===== config.mk =====
export PLATFORM = sky130hd
export DESIGN_NAME = lc2k_reg_file
export DESIGN_NICKNAME = d
export VERILOG_FILES = /design/src/sv/lc2k_pkg.sv /design/src/sv/lc2k_reg_file.sv
export SDC_FILE = /design/constraint.sdc
export NUM_CORES = 1
export LEC_CHECK = 0
export BUFFER_PORTS_ARGS = -buffer_cell sky130_fd_sc_hd__buf_2
export CELL_PAD_IN_SITES_DETAIL_PLACEMENT = 0
export CELL_PAD_IN_SITES_GLOBAL_PLACEMENT = 1
export CORE_MARGIN = 2
export CORE_UTILIZATION = 48
export CTS_CLUSTER_SIZE = 30
export DETAILED_ROUTE_END_ITERATION = 10
export PLACE_DENSITY = 0.87
export SLEW_MARGIN = 30
export SYNTH_ARGS = -nofsm -noshare
export SYNTH_HDL_FRONTEND = slang
export SYNTH_SLANG_ARGS = --single-unit

===== constraint.sdc =====
create_clock -name clk -period 1.37 [get_ports clk]
set_input_delay 0.0685 -clock clk [delete_from_list [all_inputs] [get_ports clk]]
set_output_delay 0.0685 -clock clk [all_outputs]
set_load 0.02 [all_outputs]

===== src/sv/lc2k_pkg.sv =====
package lc2k_pkg;

	localparam int NUM_REGS = 8;
	localparam int REG_W    = $clog2(NUM_REGS);

	// instruction field positions
	localparam int OPC_LSB  = 22;
	localparam int REGA_LSB = 19;
	localparam int REGB_LSB = 16;
	localparam int INS_W    = 25;

	typedef logic [31:0] word_t;
	typedef logic [REG_W-1:0] reg_idx_t;

	typedef enum logic [1:0] {
		OP_WRITE_MEM = 2'd0,
		OP_EXECUTE   = 2'd1,
		OP_READ_MEM  = 2'd2,
		OP_READ_REG  = 2'd3
	} operation_t;

	typedef enum logic [1:0] {
		STAT_DONE    = 2'd0,
		STAT_HALT    = 2'd1,
		STAT_STOPPED = 2'd2
	} status_t;

	typedef enum logic [2:0] {
		OPC_ADD  = 3'd0,
		OPC_NOR  = 3'd1,
		OPC_LW   = 3'd2,
		OPC_SW   = 3'd3,
		OPC_BEQ  = 3'd4,
		OPC_JALR = 3'd5,
		OPC_HALT = 3'd6,
		OPC_NOOP = 3'd7
	} opcode_t;

	typedef enum logic [2:0] {
		ST_CLEAR,
		ST_IDLE,
		ST_FETCH,
		ST_EXEC,
		ST_LOAD
	} state_t;

	typedef struct packed {
		logic     rd_en;
		reg_idx_t a_addr;
		reg_idx_t b_addr;
		logic     wr_en;
		reg_idx_t wr_addr;
		word_t    wr_data;
	} rf_req_t;

	function automatic word_t sext16(input logic [15:0] v);
		return {{16{v[15]}}, v};
	endfunction

endpackage


===== src/sv/lc2k_reg_file.sv =====
module lc2k_reg_file
	import lc2k_pkg::*;
(
	input  logic    clk,
	input  logic    arst_n,
	input  rf_req_t req,
	output word_t   a_data,
	output word_t   b_data
);

	word_t               mem [NUM_REGS];
	logic [NUM_REGS-1:0] valid_q;
	word_t               a_mem_q;
	word_t               b_mem_q;
	logic                a_valid_q;
	logic                b_valid_q;

	always_ff @(posedge clk) begin
		if (req.wr_en) begin
			mem[req.wr_addr] <= req.wr_data;
		end
	end

	// an entry never written since reset reads as zero
	always_ff @(posedge clk or negedge arst_n) begin
		if (!arst_n) begin
			valid_q <= '0;
		end else if (req.wr_en) begin
			valid_q[req.wr_addr] <= 1'b1;
		end
	end

	always_ff @(posedge clk) begin
		if (req.rd_en) begin
			a_mem_q <= mem[req.a_addr];
			b_mem_q <= mem[req.b_addr];
		end
	end

	always_ff @(posedge clk or negedge arst_n) begin
		if (!arst_n) begin
			a_valid_q <= 1'b0;
			b_valid_q <= 1'b0;
		end else if (req.rd_en) begin
			a_valid_q <= valid_q[req.a_addr];
			b_valid_q <= valid_q[req.b_addr];
		end
	end

	assign a_data = a_valid_q ? a_mem_q : '0;
	assign b_data = b_valid_q ? b_mem_q : '0;

endmodule


# After elaboration in Yosys (flattened, before gate mapping)
# Memories as Yosys holds them, arrays and structs flattened. A register that Yosys moved wholly into a read port is not among the register bits.
# Cells that the tools add are included.
totals:
  memories: 1
  mem_bits_rw: 256
  output_inout_bits: 64
  elab_cells: 20
  input_bits: 45
  regBits: 10
classes:
  n_reduce_logical: 1
  mux: 10
  n_bitwise: 1
  order_cmp: 4
mem_list:
  columns: ["name", "words", "width", "rd", "rd_clocked_by_memory_dff", "write_ports", "line", "rtl"]
  rows:
  - ["mem", 8, 32, 2, 2, 1, "lc2k_reg_file.sv:11", "word_t mem [NUM_REGS];"]
ops:
  columns: ["op", "count"]
  rows:
  - ["$mux 32", 2]
  - ["$lt 3x4->1 const B", 3]
  - ["$or 8x8->8", 1]
  - ["$bmux 1 s3", 2]
  - ["$mux 1", 5]
  - ["$demux 1 s3", 1]
  - ["$ge 3x1->1 const B", 1]
  - ["$logic_and 1x1->1", 1]

# Logic depth before layout (Yosys ltp)
logic_depth:
  word_depth: 5
  depth_mapped: 6

# Worst setup path after synthesis
# No wires, ideal clock.
synth_timing:
  kind: "input to register"
  startpoint: "input port req[32] in the netlist's numbering"
  endpoint: "memory mem[0][0] in the netlist's numbering, enable pin"
  stages: 2
  setup_time_ns: 0.463
  arrival_ns: 2.483
  required_ns: 0.907
  setup_slack_ns: -1.576
  n_path_buf: 0
  cell_sequence: "nand2b_1 > nor3_1"
synth_lines:
  columns: ["element", "line", "rtl"]
  rows:
  - ["start, declared", "lc2k_reg_file.sv:6", "input rf_req_t req,"]
  - ["end, declared", "lc2k_reg_file.sv:11", null]
# No word-level cell before the write port.

# Worst setup path in the final report
layout_timing:
  startpoint: "register b_valid_q"
  endpoint: "output port b_data[29]"
layout_between:
  elab_chain_len: 1
layout_lines:
  columns: ["element", "line", "rtl"]
  rows:
  - ["start, declared", "lc2k_reg_file.sv:16", "logic b_valid_q;"]
  - ["start signal, assigned", "lc2k_reg_file.sv:46", "b_valid_q <= valid_q[req.b_addr];"]
  - ["$mux 32", "lc2k_reg_file.sv:51", "assign b_data = b_valid_q ? b_mem_q : '0;"]
  - ["end, declared", "lc2k_reg_file.sv:8", "output word_t b_data"]
# Every way passes these cells.

==> impl_metrics.csv <==
group,metric,value,unit
clocking,post_cts_buffers,0,
critical_path,rr_startpoint,"mem[7][21]",
yosys,synth.avg_cell_area,21.9,sq um
critical_path,path_class,"register to primary output",
route,avgViaCountPerCell,5.84,
timing,whs,30.7,ps
route,drc,0,
yosys,synth_cell_types,20,
yosys,syn_area,14600,sq um
die,die_x,178,microns
timing,fmax,650,MHz
cells_and_area,multiInputGateArea,4570,sq um
die,coreArea,29700,sq um
yosys,ys_ff_latch,330,
power,ir_drop,0.782,mV
yosys,synthesis.nets,710,
route,dr.pass1.iters,5,
clocking,clk_latency,510,ps
yosys,synthCells,665,
route,drt_iter0_drc,713,
yosys,yosysSeqAreaShare,0.677,
route,post_drt_wl_per_cell,24.9,microns
min_path,hp-class,"input port to async pin",
cells_and_area,drive_gt1_frac,0.501,
route,routed_wl,31300,microns
global_routing,grt_use_total,0.202,
critical_path,reg2reg_depth,2,
route,vias,7354,
timing,period_needed,1540,ps
timing,slew_viol_final,0,
timing,rsz0062_at_grt,"true",
yosys,yosys_warnings,0,
timing,layout_setup_ws,-168,ps
critical_path,arrival,1470,ps
cells_and_area,register_area,9860,sq um
timing,finalClockSkew,20.0,ps
clocking,htreeDepth,2,
clocking,cts_made_buffers,34,
timing,setup_viol,119,
cells_and_area,final_nets,891,
power,leakage,0.00613,uW
run_status,violations,"setup timing",
power,finalPower,23400,uW
timing,period_share,1.12,
clocking,path_clk_slew,60,ps
clocking,root_buffer,"clkbuf_16",
global_routing,first_global_vias,7806,
critical_path,required,1300,ps
clocking,clk_path_buf_depth,3,
die,rows,63,
route,ant_nets,0,
run_status,status,"finished with violations",
die,dieArea,31700,sq um
clocking,cts_sinks,330,
placement,gp_congestion,0.758,
placement,place.port_buffers,108,
critical_path,crit_path_end_kind,"primary output",
critical_path,critPathMaxFanout,19,
critical_path,startpoint_type,"register",
timing,slew-limit-headroom,0.729,
critical_path,startpoint,"b_valid_q",
global_routing,overflow,0,
die,start_util,0.490,
placement,dp_hpwl,18900,microns
timing,hold_viol,0,
die,dieHeight,178,microns
clocking,cts_tree,"built",
die,num_io_pins,109,
power,power.density,1310,nW/um^2
global_routing,grt_pass1_wl,46900,microns
flow_run,cap_viol_max_count,0,
global_routing,antenna_found_initial,1,
cells_and_area,area_delta_synth_final,22.2,%
cells_and_area,nFillCells,2063,
global_routing,grt_max_degree,34,
timing,worst_slew_pin_slew,407,ps
==> final cells by class <==
class | count | area share
Tap cell | 390 | 0.0274
Antenna cell | 1 | 0.000141
Multi-Input combinational cell | 289 | 0.257
Clock buffer | 44 | 0.0523
Sequential cell | 330 | 0.554
Clock inverter | 14 | 0.00703
Timing Repair Buffer | 189 | 0.102
Inverter | 2 | 0.000422
==> cell families after synthesis <==
family                 count (synthesis)  share of synthesized area
buffers and inverters                 46                     0.0206
flip-flops                           330                      0.678
AND/OR/NAND/NOR                       85                     0.0350
multiplexers                         204                      0.267
==> state kept, by name (all words and copies together), names as in the netlist <==
name	flops
a_mem_q	32
a_valid_q	1
b_mem_q	32
b_valid_q	1
mem	256
valid_q	8
==> critical path: stages, from the launching register on <==
cell and delay, ps:
dfrtp_2 470, buf_12 170, and2_1 150, buf_2 160
==> stage by stage <==
step / setup WS, ps / setup TNS [ps] / cell area (sq um) / cells / util
6_report: -168 / -9310 / 17800 / 1259 / 0.599
5_1_grt: -206 / -13310 / 17800 / 1258 / 0.598
4_1_cts: -197 / -11340 / 17600 / 1258 / 0.594
3_5_place_dp: -254 / -11560 / 16100 / 1166 / 0.541
3_3_place_gp: -212 / -11000 / 16100 / 1166 / 0.541
2_1_floorplan: -147 / -26950 / 14700 / 665 / -
==> final timing paths <==
check | to | slack, ps
max | b_data[29] | -170
min | b_valid_q | 30
max reg2reg | a_mem_q[21] | -120
min reg2reg | valid_q[1] | 510
max in group asynchronous | a_valid_q | 1090
min in group clk | b_mem_q[28] | 140
==> cell usage in the layout (no fill, tap or decap), drive strengths merged <==
cell type,Yosys,layout
buf,28,155
clkinv,0,8
nand2,2,2
inv,2,3
nor2,6,6
dfrtp,10,10
clkbuf,16,44
mux4,130,130
mux2i,10,10
dlygate4sd3,0,34
or2,8,8
edfxtp,320,320
bufinv,0,2
clkinvlp,0,3
diode,0,1
and2,64,64
nand2b,3,3
mux2,64,64
nor3,2,2
==> where the power goes <==
group          switching, uW  internal, uW  total, uW
combinational           1300          1490       2780
clock                   3660          5160       8820
sequential               186         11600      11800
==> layer usage <==
layer	vias up	part of all wire	track usage
li1	3137	-	-
met1	3852	0.40	0.271
met2	308	0.51	0.341
met3	57	0.065	0.0371
met4	0	0.023	0.0577
met5	-	0	0
==> synthesized netlist by cell type (all sizes together) <==
cell | instances | area share
buf | 28 | 0.016
inv | 2 | 0.00052
edfxtp | 320 | 0.66
and2 | 64 | 0.028
nor3 | 2 | 0.00069
clkbuf | 16 | 0.0042
mux4 | 130 | 0.20
dfrtp | 10 | 0.017
mux2 | 64 | 0.056
nand2 | 2 | 0.00052
mux2i | 10 | 0.0069
nor2 | 6 | 0.0015
nand2b | 3 | 0.0013
or2 | 8 | 0.0034
==> repair_timing <==
item	CTS	global route
endpoints found under the hold margin	273	0
resized for setup	80	46
setup endpoints to repair	121	129
pin swaps	0	0
hold buffers	34	0
Power figures use the tool's default switching activity.
